==> config.mk <==
export PLATFORM = sky130hd
export DESIGN_NAME = base64_decoder_checked
export DESIGN_NICKNAME = d
export VERILOG_FILES = /design/src/hw/rtl/b64_pkg.sv /design/src/hw/rtl/base64_decoder_checked.sv /design/src/hw/rtl/b64_front.sv /design/src/hw/rtl/b64_queue.sv /design/src/hw/rtl/b64_back.sv
export VERILOG_INCLUDE_DIRS = /design/src /design/src/hw/rtl
export SDC_FILE = /design/constraint.sdc
export NUM_CORES = 1
export LEC_CHECK = 0
export BUFFER_PORTS_ARGS = -buffer_cell sky130_fd_sc_hd__buf_2
export CAP_MARGIN = 10
export CORE_AREA = 2 2 114 116
export CTS_CLUSTER_SIZE = 40
export DETAILED_ROUTE_END_ITERATION = 7
export DIE_AREA = 0 0 116 118
export PLACE_DENSITY = 0.84
export REMOVE_ABC_BUFFERS = 1
export SLEW_MARGIN = 25
export SYNTH_ARGS = -nofsm -noshare
export SYNTH_HDL_FRONTEND = slang
export SYNTH_SLANG_ARGS = --single-unit
export TNS_END_PERCENT = 1
==> constraint.sdc <==
create_clock -name clk -period 3.1 [get_ports clk]
set_input_delay 0.465 -clock clk [delete_from_list [all_inputs] [get_ports clk]]
set_output_delay 0.465 -clock clk [all_outputs]
set_load 0.005 [all_outputs]
==> src/hw/rtl/base64_decoder_checked_defines.svh <==
// assertion macros for the base64 decoder
// used by the top level only, no other dependencies
`ifndef BASE64_DECODER_CHECKED_DEFINES_SVH
`define BASE64_DECODER_CHECKED_DEFINES_SVH

`ifndef ASSERT_OFF
`define B64_ASSERT(lbl, clk, rst, prop) \
  lbl: assert property (@(posedge clk) disable iff (!rst) prop) \
    else $error("%m: check failed");
`define B64_ASSERT_NXT(lbl, clk, rst, ante, cons) \
  lbl: assert property (@(posedge clk) disable iff (!rst) (ante) |=> (cons)) \
    else $error("%m: check failed");
`else
`define B64_ASSERT(lbl, clk, rst, prop)
`define B64_ASSERT_NXT(lbl, clk, rst, ante, cons)
`endif

`endif

==> src/hw/rtl/b64_pkg.sv <==
// shared types, constants and the alphabet lookup for the base64 decoder
// no dependencies
`timescale 1ns / 1ps

package b64_pkg;

  localparam logic [7:0] PAD_CHAR = 8'h3D;
  localparam int unsigned QUEUE_DEPTH = 4;

  typedef enum logic [1:0] {
    ST_OK       = 2'd0,
    ST_BAD_LEN  = 2'd1,
    ST_BAD_CHAR = 2'd2,
    ST_BAD_PAD  = 2'd3
  } b64_status_t;

  typedef struct packed {
    b64_status_t status;
    logic [1:0]  nbytes;
    logic [23:0] bits;
  } b64_entry_t;

  typedef struct packed {
    logic full;
    logic empty;
  } q_stat_t;

  typedef struct packed {
    logic       valid;
    logic [5:0] val;
  } sextet_t;

  function automatic sextet_t b64_sextet(input logic [7:0] c);
    sextet_t s;
    s.valid = 1'b1;
    s.val   = 6'd0;
    if (c inside {[8'h41:8'h5A]}) begin
      s.val = 6'(c - 8'h41);
    end else if (c inside {[8'h61:8'h7A]}) begin
      s.val = 6'(c - 8'h61 + 8'd26);
    end else if (c inside {[8'h30:8'h39]}) begin
      s.val = 6'(c - 8'h30 + 8'd52);
    end else if (c == 8'h2B) begin
      s.val = 6'd62;
    end else if (c == 8'h2F) begin
      s.val = 6'd63;
    end else begin
      s.valid = 1'b0;
    end
    return s;
  endfunction

endpackage

==> src/hw/rtl/base64_decoder_checked.sv <==
// Streaming base64 decoder (standard alphabet, '=' padding) with error status.
// One character is taken per cycle while in_stall is low; each fourth character completes a group
// that yields three, two or one bytes, the last marked by out_run_end, and an
// error yields a single result with a nonzero out_status and out_byte zero.
// The front end classifies each character in the cycle it arrives and writes
// finished groups and error records into a queue (QUEUE_DEPTH entries); the
// back end sends one byte per cycle from the head of that queue while
// out_stall is low. With no output stall the input runs at one character
// per cycle indefinitely. in_stall rises only when the queue is full because
// the output side stalls.
// depends on b64_pkg, b64_front, b64_queue, b64_back and the defines header
`timescale 1ns / 1ps
`include "base64_decoder_checked_defines.svh"

module base64_decoder_checked
  import b64_pkg::*;
#(
  parameter int unsigned QDEPTH = QUEUE_DEPTH
) (
  input  logic       clk,
  input  logic       rst_n,
  input  logic       in_valid,
  output logic       in_stall,
  input  logic [7:0] in_char_in,
  input  logic       in_final_req,
  output logic       out_valid,
  input  logic       out_stall,
  output logic [7:0] out_byte,
  output logic       out_run_end,
  output logic [1:0] out_status
);

  logic       in_accept;
  logic       push;
  logic       pop;
  b64_entry_t push_entry;
  b64_entry_t head;
  q_stat_t    q_stat;

  assign in_stall  = q_stat.full;
  assign in_accept = in_valid && !q_stat.full;

  b64_front u_front (
    .clk       (clk),
    .rst_n     (rst_n),
    .accept    (in_accept),
    .char_in   (in_char_in),
    .final_req (in_final_req),
    .push      (push),
    .entry     (push_entry)
  );

  b64_queue #(
    .DEPTH (QDEPTH)
  ) u_queue (
    .clk        (clk),
    .rst_n      (rst_n),
    .push       (push),
    .push_entry (push_entry),
    .pop        (pop),
    .head       (head),
    .stat       (q_stat)
  );

  b64_back u_back (
    .clk         (clk),
    .rst_n       (rst_n),
    .head        (head),
    .stat        (q_stat),
    .pop         (pop),
    .out_valid   (out_valid),
    .out_stall   (out_stall),
    .out_byte    (out_byte),
    .out_run_end (out_run_end),
    .out_status  (out_status)
  );

  // error records are single results with a zero byte
  `B64_ASSERT(a_err_single, clk, rst_n, (out_valid && out_status != ST_OK) |-> out_run_end)
  `B64_ASSERT(a_err_zero, clk, rst_n, (out_valid && out_status != ST_OK) |-> (out_byte == 8'd0))
  // a full queue always has something to send
  `B64_ASSERT(a_full_nonempty, clk, rst_n, in_stall |-> out_valid)
  // a group keeps going until its last byte is sent
  `B64_ASSERT_NXT(a_group_cont, clk, rst_n, out_valid && !out_stall && !out_run_end, out_valid)

endmodule

==> src/hw/rtl/b64_front.sv <==
// front end: takes characters, tracks the group and classifies errors
// depends on b64_pkg
`timescale 1ns / 1ps

module b64_front
  import b64_pkg::*;
(
  input  logic       clk,
  input  logic       rst_n,
  input  logic       accept,
  input  logic [7:0] char_in,
  input  logic       final_req,
  output logic       push,
  output b64_entry_t entry
);

  logic [23:0] bits_r, bits_nxt;
  logic [1:0]  pos_r, pos_nxt;
  logic [2:0]  pad_r, pad_nxt;
  logic        err_r, err_nxt;

  sextet_t     sx;
  logic        is_pad;
  logic [23:0] bits_sh;
  logic [23:0] grp_bits;
  logic [2:0]  grp_pad;

  always_comb begin
    sx       = b64_sextet(char_in);
    is_pad   = (char_in == PAD_CHAR);
    bits_sh  = {bits_r[17:0], 6'd0};
    grp_pad  = is_pad ? (pad_r + 3'd1) : pad_r;
    grp_bits = is_pad ? bits_sh : (bits_sh | {18'd0, sx.val});

    bits_nxt = bits_r;
    pos_nxt  = pos_r;
    pad_nxt  = pad_r;
    err_nxt  = err_r;
    push     = 1'b0;
    entry    = '{status: ST_OK, nbytes: 2'd1, bits: 24'd0};

    if (accept) begin
      if (err_r) begin
        if (final_req) begin
          bits_nxt = '0; pos_nxt = '0; pad_nxt = '0; err_nxt = 1'b0;
        end
      end else if (final_req && pos_r != 2'd3) begin
        push         = 1'b1;
        entry.status = ST_BAD_LEN;
        bits_nxt = '0; pos_nxt = '0; pad_nxt = '0; err_nxt = 1'b0;
      end else if (!is_pad && !(sx.valid && pad_r == 3'd0)) begin
        push         = 1'b1;
        entry.status = ST_BAD_CHAR;
        if (final_req) begin
          bits_nxt = '0; pos_nxt = '0; pad_nxt = '0; err_nxt = 1'b0;
        end else begin
          err_nxt = 1'b1;
        end
      end else if (pos_r != 2'd3) begin
        pos_nxt  = pos_r + 2'd1;
        pad_nxt  = grp_pad;
        bits_nxt = grp_bits;
      end else if (grp_pad > 3'd2 || (grp_pad != 3'd0 && !final_req)) begin
        push         = 1'b1;
        entry.status = ST_BAD_PAD;
        if (final_req) begin
          bits_nxt = '0; pos_nxt = '0; pad_nxt = '0; err_nxt = 1'b0;
        end else begin
          err_nxt = 1'b1;
        end
      end else begin
        push         = 1'b1;
        entry.nbytes = 2'd3 - grp_pad[1:0];
        entry.bits   = grp_bits;
        bits_nxt = '0; pos_nxt = '0; pad_nxt = '0; err_nxt = 1'b0;
      end
    end
  end

  always_ff @(posedge clk) begin
    if (!rst_n) begin
      bits_r <= '0;
      pos_r  <= '0;
      pad_r  <= '0;
      err_r  <= 1'b0;
    end else begin
      bits_r <= bits_nxt;
      pos_r  <= pos_nxt;
      pad_r  <= pad_nxt;
      err_r  <= err_nxt;
    end
  end

endmodule

==> src/hw/rtl/b64_queue.sv <==
// small queue of decoded groups and error records between front and back
// depends on b64_pkg
`timescale 1ns / 1ps

module b64_queue
  import b64_pkg::*;
#(
  parameter int unsigned DEPTH = QUEUE_DEPTH
) (
  input  logic       clk,
  input  logic       rst_n,
  input  logic       push,
  input  b64_entry_t push_entry,
  input  logic       pop,
  output b64_entry_t head,
  output q_stat_t    stat
);

  localparam int unsigned AW = (DEPTH > 1) ? $clog2(DEPTH) : 1;
  localparam int unsigned CW = $clog2(DEPTH + 1);

  b64_entry_t      mem_r [DEPTH];
  logic [AW-1:0]   wr_ptr_r, wr_ptr_nxt;
  logic [AW-1:0]   rd_ptr_r, rd_ptr_nxt;
  logic [CW-1:0]   count_r, count_nxt;

  function automatic logic [AW-1:0] ptr_inc(input logic [AW-1:0] p);
    return (p == AW'(DEPTH - 1)) ? '0 : p + AW'(1);
  endfunction

  always_comb begin
    wr_ptr_nxt = push ? ptr_inc(wr_ptr_r) : wr_ptr_r;
    rd_ptr_nxt = pop ? ptr_inc(rd_ptr_r) : rd_ptr_r;
    count_nxt  = count_r;
    if (push && !pop) begin
      count_nxt = count_r + CW'(1);
    end else if (pop && !push) begin
      count_nxt = count_r - CW'(1);
    end
    stat.full  = (count_r == CW'(DEPTH));
    stat.empty = (count_r == '0);
    head       = mem_r[rd_ptr_r];
  end

  always_ff @(posedge clk) begin
    if (push) begin
      mem_r[wr_ptr_r] <= push_entry;
    end
  end

  always_ff @(posedge clk) begin
    if (!rst_n) begin
      wr_ptr_r <= '0;
      rd_ptr_r <= '0;
      count_r  <= '0;
    end else begin
      wr_ptr_r <= wr_ptr_nxt;
      rd_ptr_r <= rd_ptr_nxt;
      count_r  <= count_nxt;
    end
  end

endmodule

==> src/hw/rtl/b64_back.sv <==
// back end: sends the bytes of the head group one per transfer
// depends on b64_pkg
`timescale 1ns / 1ps

module b64_back
  import b64_pkg::*;
(
  input  logic       clk,
  input  logic       rst_n,
  input  b64_entry_t head,
  input  q_stat_t    stat,
  output logic       pop,
  output logic       out_valid,
  input  logic       out_stall,
  output logic [7:0] out_byte,
  output logic       out_run_end,
  output logic [1:0] out_status
);

  logic [1:0] idx_r, idx_nxt;
  logic       last;
  logic       xfer;

  always_comb begin
    out_valid   = !stat.empty;
    last        = (idx_r == head.nbytes - 2'd1);
    xfer        = out_valid && !out_stall;
    pop         = xfer && last;
    out_run_end = last;
    out_status  = head.status;
    case (idx_r)
      2'd0:    out_byte = head.bits[23:16];
      2'd1:    out_byte = head.bits[15:8];
      2'd2:    out_byte = head.bits[7:0];
      default: out_byte = 8'd0;
    endcase
    idx_nxt = idx_r;
    if (xfer) begin
      idx_nxt = last ? 2'd0 : idx_r + 2'd1;
    end
  end

  always_ff @(posedge clk) begin
    if (!rst_n) begin
      idx_r <= '0;
    end else begin
      idx_r <= idx_nxt;
    end
  end

endmodule

==> results of run 1 <==
-- cell usage after synthesis, drive strengths merged (6+ instances only) --
library cell	count	share of area, %
a22oi	10	1.1
o21ai	9	0.66
mux4	28	9.2
buf	16	1.4
ha	22	4.0
dfxtp	35	10
edfxtp	112	49
nor2b	8	0.73
inv	35	1.9
a21oi	21	1.5
nand3	12	0.88
nor2	38	2.1
nand2	25	1.4
clkbuf	10	0.55
xnor2	6	0.77
mux2i	7	1.0
o32ai	17	3.5
-- sequential cells by signal (all words and copies together), names as in the netlist, named ones only --
register / flops
u_queue.mem_r: 112
u_front.bits_r: 18
u_front.pad_r: 3
u_queue.count_r: 3
u_back.idx_r: 2
u_front.pos_r: 2
u_queue.rd_ptr_r: 2
u_queue.wr_ptr_r: 2
u_front.err_r: 1
-- routing by layer --
layer,share of wire [%],vias to the layer above,track usage (%)
met5,0,-,0
met4,2.2,0,9.60
met3,5.2,23,4.84
met2,51,165,37.2
met1,41,2195,29.0
li1,-,2016,-
-- layout make-up --
| type | instances | area share [%] |
|---|---|---|
| multi-input combinational | 283 | 31.1 |
| tap | 172 | 2.66 |
| clock inverter | 11 | 2.24 |
| inverter | 35 | 1.62 |
| clock buffer | 21 | 5.69 |
| sequential | 147 | 50.3 |
| timing repair buffer | 69 | 6.40 |
-- power by group through the flow --
stage | combinational [mW] | sequential [mW] | clock (mW)
5_1_grt | 1.23 | 2.40 | 2.30
4_1_cts | 1.14 | 2.38 | 2.22
6_report | 1.13 | 2.38 | 2.20
3_5_place_dp | 1.12 | 2.41 | 0
2_1_floorplan | 0.675 | 2.44 | 0
3_3_place_gp | 1.10 | 2.40 | 0
-- path summary, 6_finish.rpt --
check	start	endpoint	slack (ps)	cells after the start
min	rst_n	u_front.err_r	350	2
min reg2reg	u_front.bits_r[14]	u_front.bits_r[14]	480	2
max	in_char_in[2]	u_queue.count_r[2]	220	14
max reg2reg	flip-flop	u_queue.count_r[2]	300	10
-- cell usage in the layout (no fill, tap or decap), drive strengths merged, types with 5 or more instances in the layout --
cell and instances:
bufinv 5, inv 35, a22oi 10, dfxtp 35, nand3 12, a21o 5
mux2i 7, mux4 28, nor2b 8, edfxtp 112, clkbuf 21, xnor2 6
nand2b 5, nand2 25, a211oi 5, o32ai 17, and2 5, o21ai 9
ha 22, buf 69, nor2 38, a21oi 21
-- through the flow --
| stage | instance area, um^2 | TNS, ps | total power, mW | setup slack (ps) | cells |
|---|---|---|---|---|---|
| after detailed placement | 7440 | -281 | 3.54 | -281 | 706 |
| after global placement | 7440 | -168 | 3.50 | -168 | 706 |
| final | 8090 | 0 | 5.70 | 223 | 738 |
| after CTS | 8090 | 0 | 5.73 | 138 | 738 |
| after floorplan | 6700 | -27530 | 3.11 | -582 | 465 |
| after global routing | 8090 | 0 | 5.92 | 27.0 | 738 |
-- cells by family after synthesis --
family                     after synthesis
and+or+nand+nor                        121
xor gates and xnor gates                 9
adders and majority gates               23
DFF                                    147
muxes                                   35
AOI/OAI and AO/OA                       95
buffers and inverters                   61
==> metrics.txt, run 1 <==
mean post-synth cell area=13.9 um^2; drt first pass iters=6; Skew-Pair Late Insertion Delay=410 ps; number of fill cells in the layout=between 800 and 900; P_int=about 4.3 mW; vias=between 4000 and 5000; PostCTS Resize Cnt=0; maxcap violations=0; YS warnings=0; CORE AREA=12400 um^2; htree depth=4; Final #Nets=589; CP Max Fanout=4; crit-path cells=buf_2 > inv_1 > ha_1 > a21boi_2 > mux2i_1 > o2111a_1 > a211o_1 > a21oi_1 > ha_1 > inv_1 > fa_1 > xor2_1 > or3_1 > a21oi_1; vias in the first global route=4480; Avg WL per Cell=19.5 um; WP buf/inv=3; CP max stage delay=370 ps; Critical Path Start Type=primary input; Sw Share=roughly a quarter; final number of setup-violating endpoints=0; vias per std cell=5.96; share of cells above drive strength 1=26.0%; post-synthesis compound-gate area fraction=11.8%; routed wire length=roughly 14000 um; Hold-fix buffers, CTS=0; Hold Path Class=primary input to flip-flop; ANT cells=0; pin count of the biggest net entering global routing=29; sequential element share of the synthesized area=about three fifths; hold_ws=348 ps; Detailed Route Iter0 Violations=294; multi-input logic area=2520 um^2; Net Sw Power=1.41 mW; initial antenna violation count=0; minimum clock period=between 2000 and 3000 ps; Worst setup EP type=flip-flop; Mapped Area=~6800 um^2; Crit Path Category=primary input to flip-flop; Root Driver=clkbuf_16; Area Growth Syn to Fin=18.4%; CTS Sinks=147; Post-Synth XOR/XNOR Area=1.15%; Clock Skews=4.37 ps; die area=13700 um^2; largest family of logic cells by synthesized area=compound AO/OA/AOI/OAI gates; RSZ-0062 raised after global routing=no; Die Height=between 100 and 150 um; Gate Count Post-Synth=491; Die W=116 um; Main synth FF type=edfxtp_1; final core occ=65.2%; Worst-path clk slew=60 ps; Yosys cell types=64; PD cells=705 nW/um^2; VDD IR max=about 0.40 mV; num ports=26; GRT overflow=0; global placer's final weighted congestion=0.880; Clock power frac=between 30% and 40%; Seq pwr share=a little over two fifths; Data required, critical path=between 3000 and 4000 ps; CTS tree=built; Setup Buffers After CTS=0; multiplexer share of the synthesized area=10.3%; Async SR Flop Fraction=0%; global-route wire length before repair=23400 um; post-route ant nets=0; register area=just over 4000 um^2; clk buf depth=2; EDFF count, synth=about 110; Synth Area in Adders=4.32%; Seq cells post-synth=147; Fmax=348 MHz; max_slew headroom=61.8%; num rows=between 40 and 50; Comb power frac=19.8%; WP data arrival=3220 ps; Port Buffers=25; Worst-Margin Slew=570 ps; Max Slew Vio Count=0; DP HPWL=9010 um; total global-route track usage=22.6%; CTS buffer count=17; endpoints failing hold=0; Final Cycle Share=between 90% and 100%; CP delay by family, top=compound AO/OA/AOI/OAI gates; simple-gate share of the synthesized area=9.10%; Lkg Pwr=2.86 nW; Slowest-stage cell, CP=fa_1; status=finished, final reports clean; number of remaining DRC errors=0; Starting Density=between 50 and 60%
(Power assumes the default switching activity.)
==> run 2: changes to the inputs <==
- ABC_AREA: default -> 1
- CORE_AREA: 2 2 114 116 -> 2 2 121 123
- CTS_CLUSTER_DIAMETER: default -> 50
- DIE_AREA: 0 0 116 118 -> 0 0 123 125
==> run 2 against run 1 <==
  * Sequential share of layout area shrank 4.1 points
  * Sequential power grew 5%
  * Core utilization shrank 3.2 points
  * Clock skew grew 9.1 ps
  * Power grew 16%
  * Largest power group unchanged
==> metrics.txt, run 2 <==
max reg flops=112; vias in the first global route=approximately 6300; post-synth top area cell=edfxtp_1; Detailed Route Iter0 Violations=652; CTS buffer count=17; Main synth FF type=edfxtp_1; drt first pass iters=5; Yosys top cell area share=43.3%; Synth top cells by count=nand2_1 (186), nor2_1 (129), edfxtp_1 (112); total global-route track usage=25.5%; Seq cells post-synth=147; register area=4070 um^2; initial antenna violation count=0; VDD IR max=0.471 mV; vias per std cell=5.72; Setup Buffers After CTS=0; most frequent cells in the layout=nand2_1 (186), nor2_1 (125), edfxtp_1 (112), o21ai_0 (87), inv_1 (78); Mapped Area=7770 um^2; Final #Nets=962; Critical Path Start Type=flip-flop; Yosys cell types=36; placed inst area=approximately 8100 um^2; reg2reg path depth=15; Final Cycle Share=91.3%; Crit Path Category=flip-flop to flip-flop; Area Growth Syn to Fin=13.2%; Finished Layout Cells=1123; DP HPWL=11600 um; Top reg by flops=u_queue.mem_r; CP Max Fanout=13; cell total after placement=1091; EDFF count, synth=112; final number of setup-violating endpoints=0; Die W=123 um; Port Buffers=25; Clock Skews=13.5 ps; Data required, critical path=3410 ps; CTS tree=built; num rows=44; Lkg Pwr=3.60 nW; routed wire length=18800 um; Largest regs=u_queue.mem_r (112), u_front.bits_r (18); Max Slew Vio Count=0; post-route ant nets=0; global placer's final weighted congestion=0.915; multi-input logic area=3130 um^2; RSZ-0062 raised after global routing=no; fin area=around 8800 um^2; mean post-synth cell area=8.65 um^2; Avg WL per Cell=16.8 um; most common cell in the netlist=nand2_1; clk buf depth=2; CORE AREA=14200 um^2; die area=approximately 15000 um^2; minimum clock period=between 2000 and 3000 ps; Worst setup EP type=flip-flop; Async SR Flop Fraction=0%; status=finished, final reports clean; num ports=26; global-route wire length before repair=30300 um; Gate Count Post-Synth=899; commonest non-fill, non-tap cell in the layout=nand2_1; endpoints failing hold=0; Skew-Pair Late Insertion Delay=about 420 ps; Hold Path Class=primary input to flip-flop; Worst R2R End=u_queue.count_r[2]; ANT cells=0; WP data arrival=~3100 ps; Fmax=around 350 MHz; htree depth=4; CP endpoint=u_queue.count_r[2]; YS warnings=0; number of fill cells in the layout=1143; Worst R2R Setup Slack=270 ps; vias=6419; share of cells above drive strength 1=approximately 15%; hold_ws=437 ps; number of remaining DRC errors=0; Worst-Margin Slew=581 ps; Die Height=125 um; Worst-path clk slew=60 ps; sequential element share of the synthesized area=52.3%; maxcap violations=0; GRT overflow=0; CTS Sinks=147; top cells by area, synth=edfxtp_1 (43%), dfxtp_1 (9.0%), nand2_1 (9.0%); Starting Density=54.7%; Root Driver=clkbuf_16; pin count of the biggest net entering global routing=31; max_slew headroom=61.3%; PD cells=about 750 nW/um^2
[run 2: cell types whose count changed after synthesis, moves of 12 or more]
cell	previous run	this run
a21oi_1	21	38
a21oi_2	0	19
clkbuf_1	10	27
inv_1	35	78
mux4_2	28	0
nand2_1	25	186
nand3_1	12	66
nor2_1	38	129
o21ai_0	7	87
o22ai_1	1	26
o32ai_2	12	0
[run 2: worst min path at each step]
stage / start / end / slack, ps / cells past startpoint
3_5_place_dp: u_queue.count_r[2] / u_queue.count_r[2] / 480 / 2
5_1_grt: out_stall / u_queue.rd_ptr_r[1] / 470 / 4
4_1_cts: out_stall / u_queue.rd_ptr_r[0] / 440 / 4
3_3_place_gp: u_queue.rd_ptr_r[1] / u_queue.rd_ptr_r[1] / 480 / 2
6_report: out_stall / flip-flop / 440 / 4
2_1_floorplan: u_queue.count_r[2] / u_queue.count_r[2] / 450 / 2
[run 2: critical path, cell delays in order (launching register included)]
cell,delay [ps]
dfxtp_1,440
buf_4,270
nand3_1,150
nand2_1,140
xor2_1,200
nand2_1,70
o21ai_0,80
inv_1,100
nand2_1,170
ha_1,170
inv_1,60
fa_1,380
a21oi_1,150
o21ai_0,110
o21ai_0,160
a21oi_1,50
[run 2: cell families after synthesis]
logic type / Yosys count / share of synthesized area (%)
and+or+nand+nor: 413 / 22.4
adders and majority gates: 23 / 3.80
AOI/OAI and AO/OA: 173 / 12.6
buffers and inverters: 132 / 7.63
muxes: 1 / 0.129
DFF: 147 / 52.3
xor gates and xnor gates: 10 / 1.22
[run 2: power breakdown]
group / internal (mW) / switching [mW] / total, mW
clock network: 1.40 / 0.797 / 2.20
logic: 0.658 / 1.29 / 1.95
registers: 2.36 / 0.123 / 2.49
total: 4.42 / 2.21 / 6.64
[run 2: area by class of cell]
class                   count  share of cell area (%)
well taps                 184                    2.62
repair buffers             56                    4.63
clock buffers              24                    6.20
multi-input cells         620                    35.5
flip-flops and latches    147                    46.2
clock inverters             8                    1.24
inverters                  84                    3.61
[run 2: through the flow]
step                      setup TNS [ps]  setup slack [ps]  total power [mW]  utilization [%]
after floorplan                   -52970              -682              3.73                -
after detailed placement               0              53.9              4.43             57.4
final                                  0               269              6.64             62.0
after global routing                   0              83.8              6.98             62.0
after global placement                 0              81.4              4.37             57.4
after CTS                              0               226              6.63             62.0
[run 2: repair_timing]
item / 4_1_cts / 5_1_grt
setup endpoints to repair: 0 / 1
resized for setup: 0 / 1
hold buffers: 0 / 0
[run 2: metal layers]
| metal | share of wire (%) | global-route usage (%) | routed length (um) | vias to the layer above |
|---|---|---|---|---|
| met5 | 0 | 0 | 0 | - |
| met4 | 3.8 | 12.6 | 725 | 0 |
| met3 | 6.7 | 4.74 | 1260 | 58 |
| met2 | 49 | 42.0 | 9240 | 302 |
| met1 | 40 | 31.9 | 7620 | 3006 |
| li1 | - | - | - | 3053 |
